$ cat src/hdl/bdr_pkg.sv
`timescale 1ns / 1ps
// ----------------------------------------------------------------------------
// bdr_pkg
// Shared types, register indexes and helper functions for the brightness
// dim regulator.
// ----------------------------------------------------------------------------
package bdr_pkg;

	localparam int unsigned LUX_W  = 16;
	localparam int unsigned TGT_W  = 12;
	localparam int unsigned LVL_W  = 8;
	localparam int unsigned ALU_W  = 17;
	localparam int unsigned CFG_W  = 8;
	localparam int unsigned IDX_W  = 2;
	localparam int unsigned PROD_W = 2 * TGT_W;

	// Configuration register indexes
	localparam logic [IDX_W-1:0] REG_SETPOINT = 2'd0;
	localparam logic [IDX_W-1:0] REG_HMODE    = 2'd1;
	localparam logic [IDX_W-1:0] REG_STEP     = 2'd2;

	// Hysteresis modes
	localparam logic [2:0] HMODE_DIV1  = 3'd0;
	localparam logic [2:0] HMODE_DIV2  = 3'd1;
	localparam logic [2:0] HMODE_DIV10 = 3'd2;
	localparam logic [2:0] HMODE_DIV5  = 3'd3;
	localparam logic [2:0] HMODE_DIV3  = 3'd4;

	// Reciprocals for the hysteresis divisions, scaled by 2^RECIP_SH
	localparam logic [TGT_W-1:0] RECIP5   = 12'd1639;
	localparam logic [TGT_W-1:0] RECIP3   = 12'd2731;
	localparam int unsigned      RECIP_SH = 13;

	// Shared unit operations
	localparam logic ALU_ADD = 1'b0;
	localparam logic ALU_SUB = 1'b1;

	typedef struct packed {
		logic             op;
		logic [ALU_W-1:0] a;
		logic [ALU_W-1:0] b;
	} alu_req_t;

	typedef struct packed {
		logic             flag;   // carry on add, borrow on subtract
		logic [ALU_W-1:0] res;
	} alu_rsp_t;

	// Hysteresis: target divided by 1, 2, 10, 5 or 3; unused modes behave as
	// mode zero. Reciprocal products are exact for targets up to 2550.
	function automatic logic [TGT_W-1:0] hyst_quot(input logic [TGT_W-1:0] tgt,
	                                               input logic [2:0] mode);
		logic [PROD_W-1:0] p5;
		logic [PROD_W-1:0] p3;
		logic [TGT_W-1:0]  q;
		p5 = PROD_W'(tgt) * PROD_W'(RECIP5);
		p3 = PROD_W'(tgt) * PROD_W'(RECIP3);
		unique case (mode)
			HMODE_DIV2:  q = {1'b0, tgt[TGT_W-1:1]};
			HMODE_DIV10: q = TGT_W'(p5[PROD_W-1:RECIP_SH+1]);
			HMODE_DIV5:  q = TGT_W'(p5[PROD_W-1:RECIP_SH]);
			HMODE_DIV3:  q = TGT_W'(p3[PROD_W-1:RECIP_SH]);
			default:     q = tgt;
		endcase
		return q;
	endfunction

	// Large step: (code + 1) * 16, wrapping at eight bits
	function automatic logic [LVL_W-1:0] big_step(input logic [3:0] code);
		logic [3:0] c1;
		c1 = code + 4'd1;
		return {c1, 4'b0000};
	endfunction

endpackage

$ cat src/hdl/brightness_dim_regulator_core.sv
`timescale 1ns / 1ps
// ----------------------------------------------------------------------------
// brightness_dim_regulator_core
// Brightness regulator: each lux request moves an 8-bit dim level toward the
// setpoint, with hysteresis and large or small steps, under a sequencer that
// drives one shared add/subtract unit.
// ----------------------------------------------------------------------------
// Each accepted request passes through the ten sequencer steps (target,
//   hysteresis, lower bound, four compares, two updates, output) and returns
//   to idle, where the next request is taken; no new request is accepted
//   until then. A stalled output holds the sequencer in the output step.
// The next request is taken while a finished result still waits downstream.
// Reset (arst_n low, asynchronous): dim level, configuration and output valid
//   clear, sequencer idle, no result pending; datapath registers not reset.
// ----------------------------------------------------------------------------
module brightness_dim_regulator_core import bdr_pkg::*; (
	input  logic               clk,
	input  logic               arst_n,
	// configuration write port
	input  logic               cfg_we,
	input  logic [IDX_W-1:0]   cfg_index,
	input  logic [CFG_W-1:0]   cfg_data,
	// sample channel
	input  logic               in_valid,
	output logic               in_stall,
	input  logic [LUX_W-1:0]   lux_sample,
	// result channel
	output logic               out_valid,
	input  logic               out_stall,
	output logic [LVL_W-1:0]   dim_level,
	output logic               level_changed
);

	// Sequencer codes
	localparam logic [3:0] ST_IDLE  = 4'd0;
	localparam logic [3:0] ST_TGT   = 4'd1;
	localparam logic [3:0] ST_DIV   = 4'd2;
	localparam logic [3:0] ST_LOW   = 4'd3;
	localparam logic [3:0] ST_ABOVE = 4'd4;
	localparam logic [3:0] ST_FARA  = 4'd5;
	localparam logic [3:0] ST_BELOW = 4'd6;
	localparam logic [3:0] ST_FARB  = 4'd7;
	localparam logic [3:0] ST_UPD1  = 4'd8;
	localparam logic [3:0] ST_UPD2  = 4'd9;
	localparam logic [3:0] ST_FIN   = 4'd10;

	// Configuration registers
	logic [7:0]        setpoint_q;
	logic [2:0]        hmode_q;
	logic [3:0]        step_q;

	// Sequencer and working registers
	logic [3:0]        state_q;
	logic [LUX_W-1:0]  lux_q;
	logic [TGT_W-1:0]  tgt_q;
	logic [TGT_W-1:0]  quo_q;
	logic [TGT_W-1:0]  low_q;
	logic              above_q;
	logic              far_a_q;
	logic              below_q;
	logic              far_b_q;
	logic [LVL_W-1:0]  r1_q;
	logic              ok1_q;
	logic [LVL_W-1:0]  r2_q;
	logic              ok2_q;
	logic [LVL_W-1:0]  dim_q;

	// Output register
	logic              out_valid_q;
	logic [LVL_W-1:0]  out_level_q;
	logic              out_changed_q;

	alu_req_t          alu_req;
	alu_rsp_t          alu_rsp;

	logic [LVL_W-1:0]  big;
	logic [TGT_W-1:0]  hyst;
	logic [LVL_W-1:0]  new_dim;
	logic              in_take;
	logic              out_free;

	assign big      = big_step(step_q);
	// Hysteresis never drops below one
	assign hyst     = (quo_q == '0) ? TGT_W'(1) : quo_q;

	assign in_stall = (state_q != ST_IDLE);
	assign in_take  = in_valid && !in_stall;
	assign out_free = !out_valid_q || !out_stall;

	// Operand selection for the shared unit, at most one operation per step
	always_comb begin
		alu_req = '{op: ALU_ADD, a: '0, b: '0};
		unique case (state_q)
			ST_TGT: begin
				// target = setpoint*8 + setpoint*2
				alu_req.a = ALU_W'({setpoint_q, 3'b000});
				alu_req.b = ALU_W'({setpoint_q, 1'b0});
			end
			ST_LOW: begin
				alu_req.op = ALU_SUB;
				alu_req.a  = ALU_W'(tgt_q);
				alu_req.b  = ALU_W'(hyst);
			end
			ST_ABOVE: begin
				// borrow means sample above target
				alu_req.op = ALU_SUB;
				alu_req.a  = ALU_W'(tgt_q);
				alu_req.b  = ALU_W'(lux_q);
			end
			ST_FARA: begin
				// borrow means sample above twice the target
				alu_req.op = ALU_SUB;
				alu_req.a  = ALU_W'({tgt_q, 1'b0});
				alu_req.b  = ALU_W'(lux_q);
			end
			ST_BELOW: begin
				// borrow means sample below the lower bound
				alu_req.op = ALU_SUB;
				alu_req.a  = ALU_W'(lux_q);
				alu_req.b  = ALU_W'(low_q);
			end
			ST_FARB: begin
				// borrow means twice the sample still below the lower bound
				alu_req.op = ALU_SUB;
				alu_req.a  = {lux_q, 1'b0};
				alu_req.b  = ALU_W'(low_q);
			end
			ST_UPD1: begin
				alu_req.op = above_q ? ALU_SUB : ALU_ADD;
				alu_req.a  = ALU_W'(dim_q);
				alu_req.b  = ALU_W'(big);
			end
			ST_UPD2: begin
				alu_req.op = above_q ? ALU_SUB : ALU_ADD;
				alu_req.a  = ALU_W'(dim_q);
				alu_req.b  = ALU_W'(4);
			end
			default: begin
			end
		endcase
	end

	bdr_alu u_alu (
		.req (alu_req),
		.rsp (alu_rsp)
	);

	// Pick the new level: large step if far and in range, else small step,
	// else saturate; hold when inside the dead band.
	always_comb begin
		new_dim = dim_q;
		if (above_q) begin
			if (far_a_q && ok1_q) begin
				new_dim = r1_q;
			end else if (ok2_q) begin
				new_dim = r2_q;
			end else begin
				new_dim = '0;
			end
		end else if (below_q) begin
			if (far_b_q && ok1_q) begin
				new_dim = r1_q;
			end else if (ok2_q) begin
				new_dim = r2_q;
			end else begin
				new_dim = '1;
			end
		end
	end

	// Configuration writes; indexes past the list are dropped
	always_ff @(posedge clk or negedge arst_n) begin
		if (!arst_n) begin
			setpoint_q <= '0;
			hmode_q    <= '0;
			step_q     <= '0;
		end else if (cfg_we) begin
			unique case (cfg_index)
				REG_SETPOINT: setpoint_q <= cfg_data;
				REG_HMODE:    hmode_q    <= cfg_data[2:0];
				REG_STEP:     step_q     <= cfg_data[3:0];
				default: begin
				end
			endcase
		end
	end

	// Sequencer and control state
	always_ff @(posedge clk or negedge arst_n) begin
		if (!arst_n) begin
			state_q     <= ST_IDLE;
			dim_q       <= '0;
		end else begin
			unique case (state_q)
				ST_IDLE: begin
					if (in_take) begin
						state_q <= ST_TGT;
					end
				end
				ST_TGT:   state_q <= ST_DIV;
				ST_DIV:   state_q <= ST_LOW;
				ST_LOW:   state_q <= ST_ABOVE;
				ST_ABOVE: state_q <= ST_FARA;
				ST_FARA:  state_q <= ST_BELOW;
				ST_BELOW: state_q <= ST_FARB;
				ST_FARB:  state_q <= ST_UPD1;
				ST_UPD1:  state_q <= ST_UPD2;
				ST_UPD2:  state_q <= ST_FIN;
				ST_FIN: begin
					// hold until the output register is free
					if (out_free) begin
						dim_q       <= new_dim;
						state_q     <= ST_IDLE;
					end
				end
				default: state_q <= ST_IDLE;
			endcase
		end
	end

	// Output valid: raise on a finished request, drop once it is taken
	always_ff @(posedge clk or negedge arst_n) begin
		if (!arst_n) begin
			out_valid_q <= 1'b0;
		end else if (state_q == ST_FIN && out_free) begin
			out_valid_q <= 1'b1;
		end else if (!out_stall) begin
			out_valid_q <= 1'b0;
		end
	end

	// Datapath registers
	always_ff @(posedge clk) begin
		unique case (state_q)
			ST_IDLE: begin
				if (in_take) begin
					lux_q <= lux_sample;
				end
			end
			ST_TGT: begin
				tgt_q <= alu_rsp.res[TGT_W-1:0];
			end
			ST_DIV: begin
				// divide the target by the selected divisor (reciprocal multiply for 5, 10, 3)
				quo_q <= hyst_quot(tgt_q, hmode_q);
			end
			ST_LOW: begin
				// clamp the lower bound at zero
				low_q <= alu_rsp.flag ? '0 : alu_rsp.res[TGT_W-1:0];
			end
			ST_ABOVE: above_q <= alu_rsp.flag;
			ST_FARA:  far_a_q <= alu_rsp.flag;
			ST_BELOW: below_q <= alu_rsp.flag;
			ST_FARB:  far_b_q <= alu_rsp.flag;
			ST_UPD1: begin
				r1_q  <= alu_rsp.res[LVL_W-1:0];
				ok1_q <= above_q ? !alu_rsp.flag : !alu_rsp.res[LVL_W];
			end
			ST_UPD2: begin
				r2_q  <= alu_rsp.res[LVL_W-1:0];
				ok2_q <= above_q ? !alu_rsp.flag : !alu_rsp.res[LVL_W];
			end
			ST_FIN: begin
				if (out_free) begin
					out_level_q   <= new_dim;
					out_changed_q <= (new_dim != dim_q);
				end
			end
			default: begin
			end
		endcase
	end

	assign out_valid     = out_valid_q;
	assign dim_level     = out_level_q;
	assign level_changed = out_changed_q;

endmodule

$ cat src/hdl/bdr_alu.sv
`timescale 1ns / 1ps
// ----------------------------------------------------------------------------
// bdr_alu
// Shared add/subtract unit; the carry-out doubles as borrow for compares.
// ----------------------------------------------------------------------------
module bdr_alu import bdr_pkg::*; (
	input  alu_req_t req,
	output alu_rsp_t rsp
);

	logic [ALU_W:0] sum;

	always_comb begin
		if (req.op == ALU_SUB) begin
			sum = {1'b0, req.a} - {1'b0, req.b};
		end else begin
			sum = {1'b0, req.a} + {1'b0, req.b};
		end
	end

	assign rsp.flag = sum[ALU_W];
	assign rsp.res  = sum[ALU_W-1:0];

endmodule
$ cat config.mk
export PLATFORM = sky130hd
export DESIGN_NAME = brightness_dim_regulator_core
export DESIGN_NICKNAME = d
export VERILOG_FILES = /design/src/hdl/bdr_pkg.sv /design/src/hdl/brightness_dim_regulator_core.sv /design/src/hdl/bdr_alu.sv
export SDC_FILE = /design/constraint.sdc
export NUM_CORES = 1
export LEC_CHECK = 0
export BUFFER_PORTS_ARGS = -buffer_cell sky130_fd_sc_hd__buf_2
export CORE_MARGIN = 3
export CORE_UTILIZATION = 60
export CTS_BUF_LIST = sky130_fd_sc_hd__clkbuf_16
export CTS_CLUSTER_SIZE = 30
export DETAILED_ROUTE_END_ITERATION = 10
export PLACE_DENSITY = 0.86
export SYNTH_ARGS = -nofsm -noshare
export SYNTH_HDL_FRONTEND = slang
export SYNTH_SLANG_ARGS = --single-unit
$ cat constraint.sdc
create_clock -name clk -period 7 [get_ports clk]
set_input_delay 1.05 -clock clk [delete_from_list [all_inputs] [get_ports clk]]
set_output_delay 1.05 -clock clk [all_outputs]
set_load 0.01 [all_outputs]
After elaboration in Yosys (flattened, before gate mapping)
Cells that the tools add are included.

storage, ports and cells
  register bits after elaboration = 111
  latch bits = 0
  memory bits (writable) = 0
  bits in read-only memories = 0
  input port bits = 31
  output and inout bits = 11
  word-level logic and storage cells = 85
  memories = 0

cells by class
  add/sub/neg operators = 3
  $mul = 2
  divide/modulo/power cells = 0
  magnitude comparators = 0
  eq/ne operators = 20
  shift-type cells = 0
  mux-type cells = 18
  bitwise logic cells = 0
  reductions and logical operators = 22

operators by type and width
  kind                    count
  $pmux 34 s8             1
  $mux 8                  6
  $pmux 12 s4             1
  $pmux 4 s11             1
  $mul 12x12->24 const B  1
  $mul 12x11->23 const B  1
  $add 17x17->18          1
  $mux 18                 1
  $sub 17x17->18          1
  $eq 4x3->1 const B      4
  $eq 4x4->1 const B      3
  $logic_not 12->1        1
  $mux 12                 1
  $reduce_and 2->1        6
  $eq 4x2->1 const B      2
  $mux 4                  2
  $ne 8x8->1              1
  $eq 3x2->1 const B      2
  $logic_not 1->1         5
  $reduce_or 5->1         1
  $add 4x1->4 const B     1
  $eq 4x1->1 const B      1
  $logic_and 1x1->1       4
  $logic_not 4->1         1
  12 further kinds        16

Depth between registers and ports, before layout
  word-level depth = 7
  gate-level depth with buffers = 19
  mapped depth without buffers = 18

Cells and area by module
A second synthesis with hierarchy kept.

unflattened totals
  cells, all modules = 1197
  area total of the unflattened synthesis = 11667.4 um^2

by module, submodules not included
  module                         times used  cells each  area an instance (um^2)  seq. area each (um^2)
  brightness_dim_regulator_core  1           1019        10411.2                  3193.1
  bdr_alu                        1           178         1256.2                   0.0

Worst setup path before layout
OpenSTA, ideal clock, no wires.

  path type = flip-flop to flip-flop
  start = register tgt_q[1]
  end = register quo_q[8] (data pin)
  library setup time = 256 ps
  data arrival time = 5036 ps
  data required time = 6744 ps
  path slack = 1708 ps
  stages on the path, launching flop included = 18
  buffers on the path = 0
  clock period less this slack = 5292 ps
  path through = edfxtp_1 -> ha_1 -> fa_1 -> inv_1 -> fa_1 -> inv_1 -> fa_1 -> inv_1 -> fa_1 -> inv_1 -> ha_1 -> a211o_1 -> o311ai_0 -> a31oi_1 -> a311o_1 -> a21oi_1 -> xnor2_1 -> o211a_1

on the way
  cells in the longest elaborated chain, start to end = 2
  elaborated cells between the ends (all ways) = 3
  those cells by class = 2 x mul; 1 x mux

RTL lines
  what                                              line                                  source
  start: declaration                                brightness_dim_regulator_core.sv:55   logic [TGT_W-1:0] tgt_q;
  start signal: assignment                          brightness_dim_regulator_core.sv:241  tgt_q <= alu_rsp.res[TGT_W-1:0];
  $mul 12x12->24 or $mul 12x11->23 (tied branches)  bdr_pkg.sv:57, bdr_pkg.sv:56
  $pmux 12 s4 *                                     bdr_pkg.sv:58                         unique case (mode)
  end signal: assignment                            brightness_dim_regulator_core.sv:245  quo_q <= hyst_quot(tgt_q, hmode_q);
  end: declaration                                  brightness_dim_regulator_core.sv:56   logic [TGT_W-1:0] quo_q;

Mark *: on every way between the ends. The rest lies on a longest branch, timed or not.
A chain may end at the register's enable or synchronous reset.

Worst setup path in the final report
  start = register tgt_q[6]
  end = register quo_q[7] (data pin)

Same word-level chain as after synthesis.

==> impl_metrics.toml <==
[timing]
drv_slew = 0
worst_pin_slew_ns = 1.12
hold_ws_ns = 0.542
layout_setup_ws_ns = 1.01
skew_ns = 0.0163
setup_violations = 0
period_needed_ns = 5.99
finalHoldViolations = 0
maxClockFrequency_mhz = 167
tns_ns = 0
rsz0062_at_grt = "false"
finalCritPeriodShare_pct = 85.6
maxSlewHeadroom_pct = 24.9

[drt]
first_pass_iters = 7
wl_met2_um = 12600
drt-initial-drc-count = 1085
drt-met1-wl_um = 11600
vias = 8948
wl_met3_um = 3690
postRouteAntennaNets = 0
routed.top_layer = "met4"
drcViolationCount = 0
drt-total-wl_um = 28600
wl_per_cell_um = 20.3
via_per_inst = 6.34

[synth]
ys_warn_count = 0
synthArstFlopShare_pct = 25.2
synth_top_area_share_pct = 21.8
synthesis.instances = 1149
synth_cell_types = 81
netlist_top_cells_area = "edfxtp_1 22%, ha_1 18%, fa_1 14%"
ys_ff_latch = 111
synth_top_area_cell = "edfxtp_1"
syn_area_sq_um = 11400
synth-edff-count = 83
synthFlopType = "edfxtp_1"
synthesis.nets = 1421
syn_avg_cell_area_sq_um = 9.94
synth-seq-area-share_pct = 27.9

[layout]
drive_above_1_share_pct = 9.64
areaGrowthSynthToFinish_pct = 5.94
nets = 1449
antenna_cells = 0
final_cells = 1411
fillers = 1368

[worst_setup_path]
crit_required_ns = 7.19
arrival_ns = 6.18
startpoint_type = "flip-flop"
endpoint_kind = "flip-flop"
crit_buf_inv = 4
cp_cell_sequence = "ha_1 > inv_1 > fa_1 > inv_1 > fa_1 > fa_1 > inv_1 > fa_1 > inv_1 > ha_1 > a21oi_1 > o21a_1 > a2bb2oi_1 > nand3_1 > a31oi_1 > mux2_2 > and3_1 > a211oi_1"
path_max_fanout = 10
path_class = "flip-flop to flip-flop"
crit_family = "adder cells"
cp_slowest_cell = "edfxtp_1"
worst_path_largest_cell_delay_ns = 0.68

[grt]
grt_pass1_vias = 8645
grt_pass1_wl_um = 45900
track_usage_pct = 28.7
antenna_found_initial = 0
grt-ovfl-total = 0
grt_max_degree = 29

[floorplan]
die_h_um = 144
rows = 49
die-area_sq_um = 20700
io_pins = 42
dieWidth_um = 144
initial_core_util_pct = 62.3
coreArea_sq_um = 18300

[cts]
postCtsSetupBuffers = 0
clk_pin_slew_ns = 0.08
cts_hold_buf = 0
h-tree-depth = 3
clk_latency_ns = 0.37
cts_tree = "built"
cts_buffers = 9
cts.sinks = 111
cts.root.buffer_cell = "clkbuf_16"
post_cts_resized = 0
clock_path_buffers = 2

[run]
cap_violations = 0

[placement]
dp_hpwl_um = 22800
gp_congestion = 0.988
dp.cells = 1395
pre_cts_slack_ns = 1.14
port_buffers = 41

[min_path]
hold_path.class = "flip-flop to flip-flop"

[run_status]
outcome = "completed"
cell type report:
cell class                      count  area [sq um]  area share [%]
Multi-Input combinational cell    793          7250            59.9
Sequential cell                   111          3190            26.4
Inverter                          213           800            6.61
Tap cell                          229           287            2.37
Timing Repair Buffer               49           265            2.19
Clock buffer                        9           225            1.86
Clock inverter                      7          78.8           0.651
registers in the layout, indices dropped and copies added (netlist names), 3 cells and up:
register	count
dim_level	8
hmode_q	3
setpoint_q	8
state_q	4
tgt_q	12
dim_q	8
quo_q	12
lux_q	16
low_q	12
step_q	4
r1_q	8
r2_q	8
layer usage:
layer  track usage, %  vias to the layer above
met5                0                        -
met4             7.23                        0
met3             7.80                       71
met2             43.1                      596
met1             41.6                     4231
li1                 -                     4050
Yosys cell counts, types with 7 or more instances:
library cell	number
clkbuf_1	17
nand2_1	71
o21a_1	15
a21o_1	13
o211ai_1	14
nor4_1	10
inv_1	211
nor3_1	20
mux2_2	21
edfxtp_1	83
nor2_1	48
nand3b_1	17
xor2_1	11
dfrtp_1	28
nand2b_1	11
nor2b_1	7
mux2i_1	13
xnor2_1	31
a21oi_1	36
o21ai_0	43
ha_1	161
nand3_1	40
a211oi_1	10
fa_1	80
a22oi_1	15
kinds of logic (layout without fill, tap and decap cells):
kind of cell	Yosys count	after routing	synth area share, %
AND/OR/NAND/NOR	270	270	12.6
buffers and inverters	245	278	8.55
adder cells (fa/ha/maj)	241	241	31.7
AO/OA/AOI/OAI	206	206	12.9
flip-flops	111	111	27.9
XOR/XNOR	42	42	3.22
multiplexers	34	34	3.21
worst register-to-register path: stages (launching register included):
cell and delay (ns):
edfxtp_1 0.68, ha_1 0.44, inv_1 0.11, fa_1 0.55, inv_1 0.06, fa_1 0.50, fa_1 0.56, inv_1 0.06
fa_1 0.54, inv_1 0.04, ha_1 0.31, a21oi_1 0.22, o21a_1 0.21, a2bb2oi_1 0.34, nand3_1 0.23, a31oi_1 0.23
mux2_2 0.37, and3_1 0.17, a211oi_1 0.21
final timing paths:
| kind | from | to | slack, ns | depth (start not counted) |
|---|---|---|---|---|
| worst min-delay path | step_q[3] | step_q[3] | 0.54 | 1 |
| max in group asynchronous | arst_n | state_q[2] | 5.81 | 1 |
| worst min register to register | step_q[3] | step_q[3] | 0.54 | 1 |
| worst max-delay path | tgt_q[6] | quo_q[7] | 1.01 | 18 |
| worst max register to register | tgt_q[6] | quo_q[7] | 1.01 | 18 |
| min in group asynchronous | arst_n | dim_q[7] | 0.73 | 1 |
through the flow:
step           area, sq um  util [%]
2_1_floorplan        11400         -
5_1_grt              12100      66.0
3_3_place_gp         11800      64.4
4_1_cts              12100      66.0
3_5_place_dp         11800      64.4
6_report             12100      66.0
cells in the final DEF (no fill, tap or decap), types with 11 or more instances in the layout:
cell type,Yosys,routed
a21oi_1,36,36
dfrtp_1,28,28
nand2_1,71,71
nor3_1,20,20
o21a_1,15,15
ha_1,161,161
fa_1,80,80
inv_1,211,211
nand2b_1,11,11
nor2_1,48,48
edfxtp_1,83,83
xor2_1,11,11
mux2_2,21,21
nand3_1,40,40
o211ai_1,14,14
xnor2_1,31,31
buf_2,4,41
o21ai_0,43,43
a22oi_1,15,15
mux2i_1,13,13
a21o_1,13,13
nand3b_1,17,17
Power is not shown: default switching activity piles up to over one toggle a cycle in this logic, so the estimate is an artifact.
